## src/rtl/core/tzr_pkg.sv

```systemverilog
// Shared types, opcodes and fixed-point helpers of the textured z-buffer rasteriser.
// No dependencies; every other file of the block refers to it by scoped names.
`timescale 1ns / 1ps
`default_nettype none

package tzr_pkg;

    // Operation codes of the command channel
    localparam logic [2:0] OP_CLEAR  = 3'd0;
    localparam logic [2:0] OP_TEXEL  = 3'd1;
    localparam logic [2:0] OP_VERTEX = 3'd2;
    localparam logic [2:0] OP_DRAW   = 3'd3;
    localparam logic [2:0] OP_READ   = 3'd4;

    localparam logic [1:0] VTX_SLOTS = 2'd3;

    // Divider operand widths: divisor holds an edge length up to 4096
    localparam int DEN_W = 13;
    localparam int REM_W = DEN_W + 1;
    localparam int QCNT_W = 5;

    localparam logic [31:0] RECIP_NUM = 32'd65535;
    localparam logic [31:0] ALPHA_OPAQUE = 32'hFF00_0000;

    typedef struct packed {
        logic [2:0]         opcode;
        logic [1:0]         vertex_slot;
        logic signed [11:0] pos_x;
        logic signed [11:0] pos_y;
        logic [15:0]        vertex_depth;
        logic [7:0]         tex_u;
        logic [7:0]         tex_v;
        logic [15:0]        texel_index;
        logic [31:0]        texel_value;
    } t_in_item;

    typedef struct packed {
        logic [31:0] pixel_color;
        logic [31:0] pixel_depth;
    } t_out_item;

    typedef struct packed {
        logic signed [11:0] x;
        logic signed [11:0] y;
        logic [15:0]        z;
        logic [7:0]         u;
        logic [7:0]         v;
    } t_vtx;

    typedef struct packed {
        logic [31:0] x;
        logic [31:0] z;
        logic [31:0] u;
        logic [31:0] v;
        logic [31:0] dx;
        logic [31:0] dz;
        logic [31:0] du;
        logic [31:0] dv;
    } t_edge;

    typedef struct packed {
        logic             start;
        logic             sgn;
        logic [31:0]      num;
        logic [DEN_W-1:0] den;
    } t_div_req;

    typedef struct packed {
        logic        done;
        logic [31:0] quo;
    } t_div_rsp;

    typedef enum logic [4:0] {
        S_CLEAR,
        S_IDLE,
        S_READ,
        S_DONE,
        S_EI_D1,
        S_EI_W1,
        S_EI_D2,
        S_EI_W2,
        S_EI_MUL,
        S_EI_FIN,
        S_SEG0,
        S_SEG1,
        S_ROW,
        S_ROW_STEP,
        S_SP_D1,
        S_SP_W1,
        S_SP_D2,
        S_SP_W2,
        S_SP_MUL,
        S_SP_FIN,
        S_PIX_RD,
        S_PIX_WR
    } t_state;

    function automatic logic [31:0] asr1(input logic [31:0] a);
        return {a[31], a[31:1]};
    endfunction

    function automatic logic [31:0] asr16(input logic [31:0] a);
        return {{16{a[31]}}, a[31:16]};
    endfunction

    function automatic logic [31:0] sx32(input logic [11:0] a);
        return {{20{a[11]}}, a};
    endfunction

endpackage

`default_nettype wire

```

## src/rtl/core/tzr_div.sv

```systemverilog
// Bit-serial restoring divider, one quotient bit per cycle, signed dividend option.
// Depends on tzr_pkg for the request and response structs.
`timescale 1ns / 1ps
`default_nettype none

module tzr_div (
    input  wire logic              i_clk,
    input  wire logic              i_rst_n,
    input  wire tzr_pkg::t_div_req i_req,
    output tzr_pkg::t_div_rsp      o_rsp
);

    logic                       r_busy;
    logic                       r_done;
    logic [tzr_pkg::QCNT_W-1:0] r_cnt;
    logic [tzr_pkg::REM_W-1:0]  r_rem;
    logic [31:0]                r_quo;
    logic [tzr_pkg::DEN_W-1:0]  r_den;
    logic                       r_neg;

    logic [tzr_pkg::REM_W-1:0]  shifted;
    logic                       fits;

    // Trial subtract of the shifted partial remainder
    always_comb begin
        shifted = {r_rem[tzr_pkg::REM_W-2:0], r_quo[31]};
        fits    = (shifted >= {1'b0, r_den});
    end

    // Advance control
    always_ff @(posedge i_clk) begin
        if (!i_rst_n) begin
            r_busy <= 1'b0;
            r_done <= 1'b0;
            r_cnt  <= '0;
        end else begin
            r_done <= 1'b0;
            if (i_req.start) begin
                r_busy <= 1'b1;
                r_cnt  <= '0;
            end else if (r_busy) begin
                r_cnt <= r_cnt + 1'b1;
                if (&r_cnt) begin
                    r_busy <= 1'b0;
                    r_done <= 1'b1;
                end
            end
        end
    end

    // Load magnitude, then shift one quotient bit in each cycle
    always_ff @(posedge i_clk) begin
        if (i_req.start) begin
            r_neg <= i_req.sgn & i_req.num[31];
            r_quo <= (i_req.sgn & i_req.num[31]) ? (32'd0 - i_req.num) : i_req.num;
            r_rem <= '0;
            r_den <= i_req.den;
        end else if (r_busy) begin
            r_rem <= fits ? (shifted - {1'b0, r_den}) : shifted;
            r_quo <= {r_quo[30:0], fits};
        end
    end

    assign o_rsp.done = r_done;
    assign o_rsp.quo  = r_neg ? (32'd0 - r_quo) : r_quo;

endmodule

`default_nettype wire

```

## config.mk

```make
export PLATFORM = sky130hd
export DESIGN_NAME = tzr_div
export DESIGN_NICKNAME = d
export VERILOG_FILES = /design/src/rtl/core/tzr_pkg.sv /design/src/rtl/core/tzr_div.sv
export SDC_FILE = /design/constraint.sdc
export NUM_CORES = 1
export LEC_CHECK = 0
export ABC_AREA = 1
export BUFFER_PORTS_ARGS = -buffer_cell sky130_fd_sc_hd__buf_2
export CORE_MARGIN = 5
export CORE_UTILIZATION = 35
export DETAILED_ROUTE_END_ITERATION = 7
export GPL_TIMING_DRIVEN = 1
export SYNTH_ARGS = -nofsm -noshare
export SYNTH_HDL_FRONTEND = slang
export SYNTH_SLANG_ARGS = --single-unit
```

## constraint.sdc

```tcl
create_clock -name i_clk -period 1.95 [get_ports i_clk]
set_input_delay 0 -clock i_clk [delete_from_list [all_inputs] [get_ports i_clk]]
set_output_delay 0 -clock i_clk [all_outputs]
set_load 0.03 [all_outputs]
```

-- Word level (Yosys, flattened, before mapping)
Index checks and enable logic that the tools add are counted.
Widths: inputs -> output; s select.
- register bits after elaboration: 66
- bits in writable memories: 0
- memories kept: 0
- ROM bits: 0
- latch bits: 0
- multipliers: 0
- reductions and logical operators: 4
- muxes and demuxes: 9
- magnitude comparators: 1
- add/subtract/negate cells: 4
- equality and inequality tests: 0
- bitwise operators: 3
- shifts and indexed selects: 0
- div/mod/pow operators: 0
- operator list (operator ; number):
    $mux 32 ; 4
    $sub 1x32->32 const A ; 2
    $ge 14x13->1 ; 1
    $mux 13 ; 1
    $sub 13x13->13 ; 1
    $add 5x1->5 const B ; 1
    $reduce_and 5->1 ; 1
    $mux 1 ; 4
    $reduce_or 3->1 ; 1
    $not 1->1 ; 2
    $reduce_bool 2->1 ; 1
    $reduce_or 2->1 ; 1
    $and 1x1->1 ; 1

-- Depth between registers and ports, before layout
Gate-level depths: netlist (run 1).
- depth in word-level cells: 4
- depth in mapped cells: 13
- mapped depth without buffers: 12

-- Least setup slack after synthesis (run 1)
Ideal clock, no wire load.
- kind: flip-flop to flip-flop
- start point: register r_quo[31]
- end point: register r_quo[0], data pin
- period minus slack after synthesis: 1.992 ns
- setup time: 0.267 ns
- arrival: 1.725 ns
- data required time: 1.683 ns
- cell stages (with the launch flop): 12
- setup slack: -0.042 ns
- cells stage by stage: edfxtp_1 > inv_1 > ha_1 > inv_1 > fa_1 > nand2_1 > nand3_2 > nand2_4 > nand3_4 > buf_4 > nand2_1 > o21ai_0
- word-level cells in the longest chain between the ends: 3
- ends and longest elaborated chain (element ; RTL line ; RTL):
    start, declared ; tzr_div.sv:17 ; logic [31:0] r_quo;
    start signal, assigned ; tzr_div.sv:55 ; r_quo <= (i_req.sgn & i_req.num[31]) ? (32'd0 - i_req.num) : i_req.num;
    start signal, assigned ; tzr_div.sv:60 ; r_quo <= {r_quo[30:0], fits};
    $ge 14x13->1 ; tzr_div.sv:27 ; fits = (shifted >= {1'b0, r_den});
    $mux 32 ; tzr_div.sv:58 ; end else if (r_busy) begin
    $mux 32 ; tzr_div.sv:53 ; if (i_req.start) begin
No other way between the ends. The select of a mux whose other input is x is not followed.
A chain may end at the register's enable or synchronous reset.

==> out/metrics.cfg, run 1 <==
[die]
dieWidth_um=134
die_height_um=134
core.rowCount=45
die_area_mm2=0.0179
start_util_pct=35.5
top_level_ports=82
core-area_mm2=0.0151

[cells_and_area]
area_growth_pct=41.2
drive_gt1_share_pct=28.8
fin_util_pct=50.1
layout.nets=1031
mostFrequentLayoutCells=nand2_1 (236), inv_1 (91), nor2_1 (90)
final_common_cell=nand2_1
antenna_cells=0

[sta]
worst-slew-pin-transition_ns=0.406
finClkSkew_ns=0.00879
slew_viol_final=0
rsz0062_at_grt=yes
hold_viol=0
whs_ns=0.0499
max_freq_mhz=470
post-route-period-util_pct=109
fin_ws_ns=-0.179
min_period_ns=2.13
slew_headroom_pct=72.9
setup_violations=28
setup_tns_ns=-2.27

[worst_setup_path]
cpLargestDelayFamily=simple AND/OR/NAND/NOR gates
worst-path-buf-inv=2
crit_type=flop to output pin
crit_path_max_incr_delay_ns=0.44
critPathCaptureType=output pin
required_ns=1.95
slowest_stage=edfxtp_1
arrival_ns=2.13
crit_chain=inv_2, nand3_2, nor2_4, nand4_1, o21ai_4, nand3_1, nand2_2, buf_6
crit_fanout=7
worstSetupStartpointType=flop

[clocking]
ctsLongestPathBuffers=2
path_clk_slew_ns=0.06
tritoncts=built
cts_buffers=9
htreeDepth=3
root_buffer=clkbuf_16
clkSinkCount=66
clk_latency_ns=0.34

[grt]
grt.overflow.total=0
grt_pass1_wl_um=26300
grt_max_degree=39
antenna_found_initial=0
grt_usage_pct=18.2
grt_pass1_vias=5360

[status]
violations=setup timing
outcome=finished, violations left

[synth]
ys_warn_count=0
ys_ff_latch=66
yosysSeqAreaShare_pct=33.3
syn_avg_cell_area_um2=6.58
syn_inst=814
async_flop_share_pct=0
syn_area_mm2=0.00536
synth_ff_type=edfxtp_1
synth-edff-count=46
synth_cell_types=38
syn_nets=881

[detailed_routing]
wirelength_um=16800
num_vias=5701
viasPerCell=4.93
antenna_left=0
first_pass_iters=5
dr.first_iter.drc_count=482
drc=0
wl_per_cell_um=14.5

[placement]
dp_hpwl_um=12200
gp_congestion=0.881
io_buffers=81

[flow_run]
maxCapViolations=0

[worst_hold_path]
hold_path.class=primary input to flop

[pwr]
total_power_uw=5330
p_leak_uw=0.00353
peakVddDrop_mv=0.437
powerDensity_mw_per_mm2=705

## per-layer routing
metal	wire length (um)	vias up	share of wire, %	global-route usage [%]
li1	-	2905	-	-
met4	481	0	2.9	6.69
met3	781	32	4.7	2.72
met2	7490	170	45	28.1
met1	8000	2594	48	25.7
met5	0	-	0	0
## synthesized netlist by cell type (7+ instances only)
cell	count	share of area (%)
a21oi_1	13	1.2
clkbuf_1	13	0.91
dfxtp_1	20	7.5
edfxtp_1	46	26
ha_1	17	4.0
inv_1	101	7.1
inv_2	7	0.49
nand2_1	252	18
nand3_1	76	7.1
nand4_1	20	2.3
nor2_1	114	8.0
nor3_1	7	0.65
o21ai_0	42	3.9
o21ai_1	7	0.65
xnor2_1	11	1.8
xor2_1	34	5.6
## what timing repair did
action / in CTS / in global routing
setup endpoints to repair: 25 / 36
endpoints found under the hold margin: 15 / 0
gates cloned: 2 / 0
setup buffers: 18 / 11
resized for setup: 90 / 80
pin swaps: 23 / 45
hold buffers: 14 / 0
## report_power, final
| part | switching (uW) | total (uW) | internal, uW |
|---|---|---|---|
| combinational | 1040 | 1670 | 632 |
| sequential | 93.0 | 1730 | 1640 |
| clock | 668 | 1930 | 1260 |
## registers in the layout, indices dropped and copies added (netlist names)
name / count
r_neg: 1
r_done: 1
r_den: 13
r_quo: 32
r_rem: 13
r_busy: 1
r_cnt: 5
## worst register-to-register path, delay by kind of cell (launching register included)
kind | cells | cell delay, ns
buffers and inverters | 3 | 0.32
adders and majority gates | 2 | 0.50
DFF | 1 | 0.41
and+or+nand+nor | 8 | 0.65
## area by class of cell
| type | count | area (um2) |
|---|---|---|
| fillers | 1441 | 7520 |
| multi-input cells | 621 | 3600 |
| flip-flops and latches | 66 | 1780 |
| repair buffers | 158 | 1190 |
| inverters | 108 | 408 |
| well taps | 188 | 235 |
| clock buffers | 9 | 225 |
| clock inverters | 7 | 125 |
## path summary, 6_finish.rpt
| kind | slack, ns | cells after the start | endpoint | start |
|---|---|---|---|---|
| worst max-delay path | -0.18 | 8 | o_rsp[25] | r_quo[0] |
| worst min-delay path | 0.05 | 1 | r_den[7] | i_req[46] |
| worst max register to register | -0.03 | 13 | r_rem[10] | r_quo[31] |
| worst min register to register | 0.47 | 2 | r_cnt[4] | r_cnt[4] |
## cells by family (layout without fill, tap and decap cells)
family                   count (synthesis)  count (layout)  share of synthesized area [%]
adder cells (fa/ha/maj)                 18              18                           4.34
AND/OR/NAND/NOR                        488             488                           38.7
buffers and inverters                  127             282                           9.27
XOR/XNOR                                45              45                           7.36
flip-flops                              66              66                           33.3
AO/OA/AOI/OAI                           70              70                           7.08
## through the flow
step / setup slack [ns] / std cells / cell area (um2)
5_1_grt: -0.284 / 1157 / 7560
2_1_floorplan: 0.0242 / 814 / 5360
3_5_place_dp: -0.0163 / 1099 / 6180
4_1_cts: -0.161 / 1149 / 7190
3_3_place_gp: 0.0370 / 1099 / 6180
6_report: -0.179 / 1157 / 7560
(Power assumes the default switching activity.)
==> inputs of run 2 (changes only) <==
Settings changed: CORE_ASPECT_RATIO set to 0.75.
==> run 2 against run 1 <==
The flow still finishes with violations (setup timing). Fmax up 2.5%. Via count fell by 1.8%. Critical path depth is the same. Global-route usage fell by 0.42 points. Die area grew 0.14%. Count of clock-buffer cells in the layout rose by 4. Cell area down 4.9%. Clock power is 18% lower. Critical endpoint is now o_rsp[29]. Largest cell class unchanged. Highest routed layer unchanged.
==> out/metrics.cfg, run 2 (same netlist as run 1, synthesis figures left out) <==
[worst_setup_path]
crit_path_max_incr_delay_ns=0.46  ; was 0.44 ns
crit_chain=nor2_2, nand2_2, nor2_2, nand4_1, nand2_2, nand3_1, xor2_1, buf_4  ; was inv_2, nand3_2, nor2_4, nand4_1, o21ai_4, nand3_1, nand2_2, buf_6
arrival_ns=2.08  ; was 2.13 ns
cpLargestDelayFamily=simple AND/OR/NAND/NOR gates  ; unchanged
slowest_stage=edfxtp_1  ; unchanged
worst-path-buf-inv=1  ; was 2
required_ns=1.95  ; about the same
crit_fanout=3  ; was 7
crit_type=flop to output pin  ; unchanged
critPathCaptureType=output pin  ; unchanged
worstSetupStartpointType=flop  ; unchanged

[grt]
grt_pass1_wl_um=25300  ; was 26300 um
antenna_found_initial=0  ; unchanged
grt.overflow.total=0  ; unchanged
grt_max_degree=40  ; was 39
grt_usage_pct=17.8  ; was 18.2%
grt_pass1_vias=4904  ; was 5360

[clocking]
ctsLongestPathBuffers=2  ; unchanged
clk_latency_ns=0.33  ; was 0.34 ns
path_clk_slew_ns=0.05  ; was 0.06 ns
htreeDepth=3  ; unchanged
clkSinkCount=66  ; unchanged
tritoncts=built  ; unchanged
root_buffer=clkbuf_16  ; unchanged
cts_buffers=9  ; unchanged

[die]
die_area_mm2=0.0179  ; about the same
core-area_mm2=0.0151  ; about the same
die_height_um=117  ; was 134 um
top_level_ports=82  ; unchanged
core.rowCount=39  ; was 45
start_util_pct=35.4  ; was 35.5%
dieWidth_um=153  ; was 134 um

[cells_and_area]
mostFrequentLayoutCells=nand2_1 (240), inv_1 (95), nor2_1 (92)  ; was nand2_1 (236), inv_1 (91), nor2_1 (90)
final_common_cell=nand2_1  ; unchanged
antenna_cells=0  ; unchanged
area_growth_pct=34.2  ; was 41.2%
stdcell_count=1161  ; was 1157
nFillCells=1547  ; was 1441
largest-register=r_quo  ; unchanged
multi_input_area_mm2=0.00342  ; was 0.00360 mm2
largest_reg_flops=32  ; unchanged
drive_gt1_share_pct=24.7  ; was 28.8%
fin_util_pct=47.5  ; was 50.1%
largestRegisters=r_quo x32, r_den x13, r_rem x13  ; unchanged
seqCellArea_mm2=0.00178  ; unchanged
layout.nets=1018  ; was 1031

[placement]
io_buffers=81  ; unchanged
place_ws_ns=-0.0171  ; was -0.0163 ns
dp.cells=1112  ; was 1099
gp_congestion=0.932  ; was 0.881
dp_hpwl_um=12400  ; was 12200 um

[detailed_routing]
wl_per_cell_um=14.0  ; was 14.5 um
first_pass_iters=5  ; unchanged
num_vias=5598  ; was 5701
antenna_left=0  ; unchanged
viasPerCell=4.82  ; was 4.93
dr.first_iter.drc_count=528  ; was 482
wirelength_um=16300  ; was 16800 um
drc=0  ; unchanged

[sta]
post-route-period-util_pct=106  ; was 109%
setup_violations=23  ; was 28
min_period_ns=2.08  ; was 2.13 ns
fin_ws_ns=-0.127  ; was -0.179 ns
worst-slew-pin-transition_ns=0.434  ; was 0.406 ns
setup_tns_ns=-1.34  ; was -2.27 ns
finClkSkew_ns=0.00395  ; was 0.00879 ns
hold_viol=0  ; unchanged
slew_headroom_pct=71.0  ; was 72.9%
slew_viol_final=0  ; unchanged
rsz0062_at_grt=yes  ; unchanged
max_freq_mhz=482  ; was 470 MHz

[pwr]
peakVddDrop_mv=0.473  ; was 0.437 mV
powerDensity_mw_per_mm2=676  ; was 705 mW/mm2
total_power_uw=4860  ; was 5330 uW
p_leak_uw=0.00340  ; was 0.00353 uW

[worst_hold_path]
hold_path.class=primary input to flop  ; unchanged

[status]
violations=setup timing  ; unchanged
outcome=finished, violations left  ; unchanged

[flow_run]
maxCapViolations=0  ; unchanged

[run 2: cell count changes in the layout (fill, tap and decap cells not counted), moves of 3 or more]
| cell | previous run | this run |
|---|---|---|
| xor2_1 | 28 | 32 |
| nand2_1 | 236 | 240 |
| nand3_2 | 15 | 9 |
| ha_4 | 8 | 4 |
| inv_1 | 91 | 95 |
| nand3_1 | 59 | 66 |
| clkbuf_1 | 0 | 3 |
| xor2_2 | 5 | 2 |
| buf_6 | 18 | 8 |
| nor2_4 | 14 | 10 |
| inv_2 | 16 | 12 |
| nand2_2 | 20 | 14 |
| o21ai_0 | 36 | 40 |
[run 2: tightest hold or removal path: stages]
cell and delay (ns):
buf_2 0.09, nand3_1 0.12, nand2_1 0.08
[run 2: per-layer routing]
layer / vias up / wire (um) / track usage [%]
li1: 2882 / - / -
met1: 2502 / 8690 / 28.8
met2: 201 / 6150 / 23.0
met3: 13 / 1280 / 3.86
met4: 0 / 167 / 4.69
met5: - / 0 / 0
[run 2: per-stage QoR]
step                      hold WS (ns)  instance area (um2)
final                           0.0675                 7190
after global routing            0.0839                 7190
after CTS                       0.0588                 6790
after detailed placement         0.178                 6170
after global placement           0.178                 6170
after floorplan                 0.0989                 5360
[run 2: what timing repair did]
action                     4_1_cts  5_1_grt
buffers inserted                 7       11
hold buffers                    14        0
setup endpoints to repair       21       37
cloned                           0        1
resized for setup               41       83
hold endpoints to repair        15        0
pin swaps                       13       31
[run 2: cell type report]
| type | instances | area share [%] |
|---|---|---|
| multi-input cells | 621 | 47.5 |
| flip-flops and latches | 66 | 24.8 |
| clock buffers | 13 | 3.48 |
| clock inverters | 3 | 0.539 |
| repair buffers | 145 | 14.4 |
| inverters | 108 | 5.67 |
| well taps | 205 | 3.57 |
[run 2: final timing paths]
check        startpoint         to  slack (ns)  depth (start not counted)
max            r_quo[8]  o_rsp[29]       -0.13                          8
min           i_req[44]  r_quo[31]        0.07                          3
max reg2reg   r_quo[31]   r_rem[1]       -0.06                         13
min reg2reg    r_cnt[4]   r_cnt[4]        0.47                          2
[run 2: report_power, final]
group          internal (uW)  switching (uW)  total (uW)  leakage (uW)
clock network           1020             560        1580      0.000141
registers               1640             101        1740      0.000627
logic                    565             976        1540       0.00263
==> inputs of run 3 (changes only) <==
Clock period 1.95 ns to 2.69 ns, I/O delays scaled along.
==> run 3 against run 2 <==
The flow now finishes without violations. Cell count decreased by 3.9%. Register-to-register slack improved by 0.51 ns. Largest power group is now the clock network. Count of clock-buffer cells in the layout increased by 1. Combinational power decreased by 41%. Hold slack improved by 0.032 ns. Setup slack improved by 0.52 ns. Global-route usage decreased by 0.73 points. Sequential cell count unchanged. Die area unchanged. Sequential share of layout area increased by 2.9 points. First-iteration DRC count decreased by 17%. Utilization decreased by 4.9 points.
==> out/metrics.cfg, run 3 (same netlist as run 1, synthesis figures left out) <==
[status]
outcome=completed  ; was finished, violations left

[grt]
grt_use_met3_pct=3.27  ; was 3.86%
grt.overflow.total=0  ; unchanged
grt_max_degree=40  ; unchanged
antenna_found_initial=0  ; unchanged
busiest_layer=met1  ; unchanged
grt_pass1_vias=4680  ; was 4904
grt_util_met2_pct=22.0  ; was 23.0%
grt_usage_pct=17.0  ; was 17.8%
grt_util_met1_pct=28.2  ; was 28.8%
grt_pass1_wl_um=24400  ; was 25300 um

[worst_hold_path]
hold_path.class=primary input to flop  ; unchanged
min_path_cells=3  ; unchanged
hold-path-endpoint=r_quo[31]  ; unchanged
min_from=i_req[44]  ; unchanged

[sta]
rsz0062_at_grt=no  ; was yes
min_period_ns=2.30
setup_violations=0  ; was 23
slew_headroom_pct=34.0  ; was 71.0%
finClkSkew_ns=0.00343  ; was 0.00395 ns
hold_viol=0  ; unchanged
setup_tns_ns=0  ; was -1.34 ns
worst-slew-pin-transition_ns=0.988  ; was 0.434 ns
fin_ws_ns=0.394  ; was -0.127 ns
slew_viol_final=0  ; unchanged
post-route-period-util_pct=85.3
max_freq_mhz=436

[die]
die_height_um=117  ; unchanged
start_util_pct=35.4  ; unchanged
dieWidth_um=153  ; unchanged
core-area_mm2=0.0151  ; unchanged
core.rowCount=39  ; unchanged
die_area_mm2=0.0179  ; unchanged
top_level_ports=82  ; unchanged

[worst_setup_path]
arrival_ns=2.30  ; was 2.08 ns
reg2reg_slack_ns=0.45  ; was -0.06 ns
slowest_stage=edfxtp_1  ; unchanged
crit_path_max_incr_delay_ns=0.43  ; was 0.46 ns
crit_type=flop to output pin  ; unchanged
crit_chain=inv_1, ha_1, nand4_1, nor2_2, nand3_1, nand2_1, o21ai_1, xor2_1, buf_2  ; was nor2_2, nand2_2, nor2_2, nand4_1, nand2_2, nand3_1, xor2_1, buf_4
rr_worst_depth=10  ; was 13
worstSetupStartpointType=flop  ; unchanged
r2r-start=r_quo[31]  ; unchanged
required_ns=2.69  ; was 1.95 ns
critPathCaptureType=output pin  ; unchanged
crit_fanout=5  ; was 3
reg2reg_to=r_quo[0]  ; was r_rem[1]

[clocking]
cts-resized-gates=0  ; was 41
tritoncts=built  ; unchanged
cts_buffers=9  ; unchanged
ctsLongestPathBuffers=2  ; unchanged
clkSinkCount=66  ; unchanged
ctsHoldBuffers=14  ; unchanged
clk_latency_ns=0.33  ; about the same
path_clk_slew_ns=0.06  ; was 0.05 ns
root_buffer=clkbuf_16  ; unchanged
cts_setup_buffers=0  ; was 7
htreeDepth=3  ; unchanged

[cells_and_area]
antenna_cells=0  ; unchanged
area_growth_pct=20.4  ; was 34.2%
mostFrequentLayoutCells=nand2_1 (252), nor2_1 (114), inv_1 (101)  ; was nand2_1 (240), inv_1 (95), nor2_1 (92)
largestRegisters=r_quo x32, r_den x13, r_rem x13  ; unchanged
layout.nets=973  ; was 1018
final_common_cell=nand2_1  ; unchanged
largest_reg_flops=32  ; unchanged
fin_area_mm2=0.00645  ; was 0.00719 mm2
fin_util_pct=42.6  ; was 47.5%
drive_gt1_share_pct=13.7  ; was 24.7%
largest-register=r_quo  ; unchanged

[detailed_routing]
viasPerCell=4.73  ; was 4.82
dr.first_iter.drc_count=440  ; was 528
drc=0  ; unchanged
first_pass_iters=5  ; unchanged
wirelength_um=15200  ; was 16300 um
num_vias=5275  ; was 5598
antenna_left=0  ; unchanged
wl_per_cell_um=13.6  ; was 14.0 um

[pwr]
total_power_uw=3480  ; was 4860 uW
peakVddDrop_mv=0.262  ; was 0.473 mV
powerDensity_mw_per_mm2=540  ; was 676 mW/mm2
p_leak_uw=0.00309  ; was 0.00340 uW

[placement]
dp_hpwl_um=11800  ; was 12400 um
io_buffers=81  ; unchanged
gp_congestion=0.909  ; was 0.932
place_ws_ns=0.459  ; was -0.0171 ns
post_dp_cell_area_mm2=0.00596  ; was 0.00617 mm2

[flow_run]
maxCapViolations=0  ; unchanged

==> run 3: worst max path at each step <==
| stage | from | end |
|---|---|---|
| CTS | r_quo[0] | o_rsp[16] |
| global route | r_quo[0] | o_rsp[16] |
| detailed placement | r_quo[31] | r_quo[0] |
| finish | r_quo[0] | o_rsp[16] |
| floorplan | r_quo[31] | r_quo[0] |
| global placement | r_quo[31] | r_quo[0] |
==> run 3: layer usage <==
| metal | part of all wire (%) | wire [um] | vias to the layer above |
|---|---|---|---|
| met3 | 5.6 | 848 | 11 |
| met1 | 58 | 8730 | 2321 |
| met5 | 0 | 0 | - |
| met2 | 36 | 5450 | 149 |
| li1 | - | - | 2794 |
| met4 | 0.86 | 130 | 0 |
==> run 3: critical path: cells and delay by family, from the launching register on <==
kind | cells | cell delay (ns)
simple gates | 4 | 0.73
flops | 1 | 0.43
buf+inv | 2 | 0.35
fa+ha+maj | 1 | 0.22
xor+xnor | 1 | 0.16
compound gates | 1 | 0.08
==> run 3: final cells by class <==
cell class / count / area (um2)
clock inverters: 2 / 36.3
clock buffers: 14 / 307
fillers: 1602 / 8680
multi-input cells: 621 / 3080
well taps: 205 / 256
flip-flops and latches: 66 / 1780
repair buffers: 100 / 583
inverters: 108 / 405
==> run 3: power breakdown <==
group          internal [uW]  total, uW  switching, uW
sequential              1190       1260           75.7
clock                    881       1310            432
combinational            279        906            626
==> run 3: per-stage QoR <==
step           cells  hold slack (ns)
5_1_grt         1116            0.105
3_3_place_gp    1086            0.176
4_1_cts         1116           0.0678
3_5_place_dp    1086            0.178
2_1_floorplan    814           0.0989
6_report        1116           0.0993
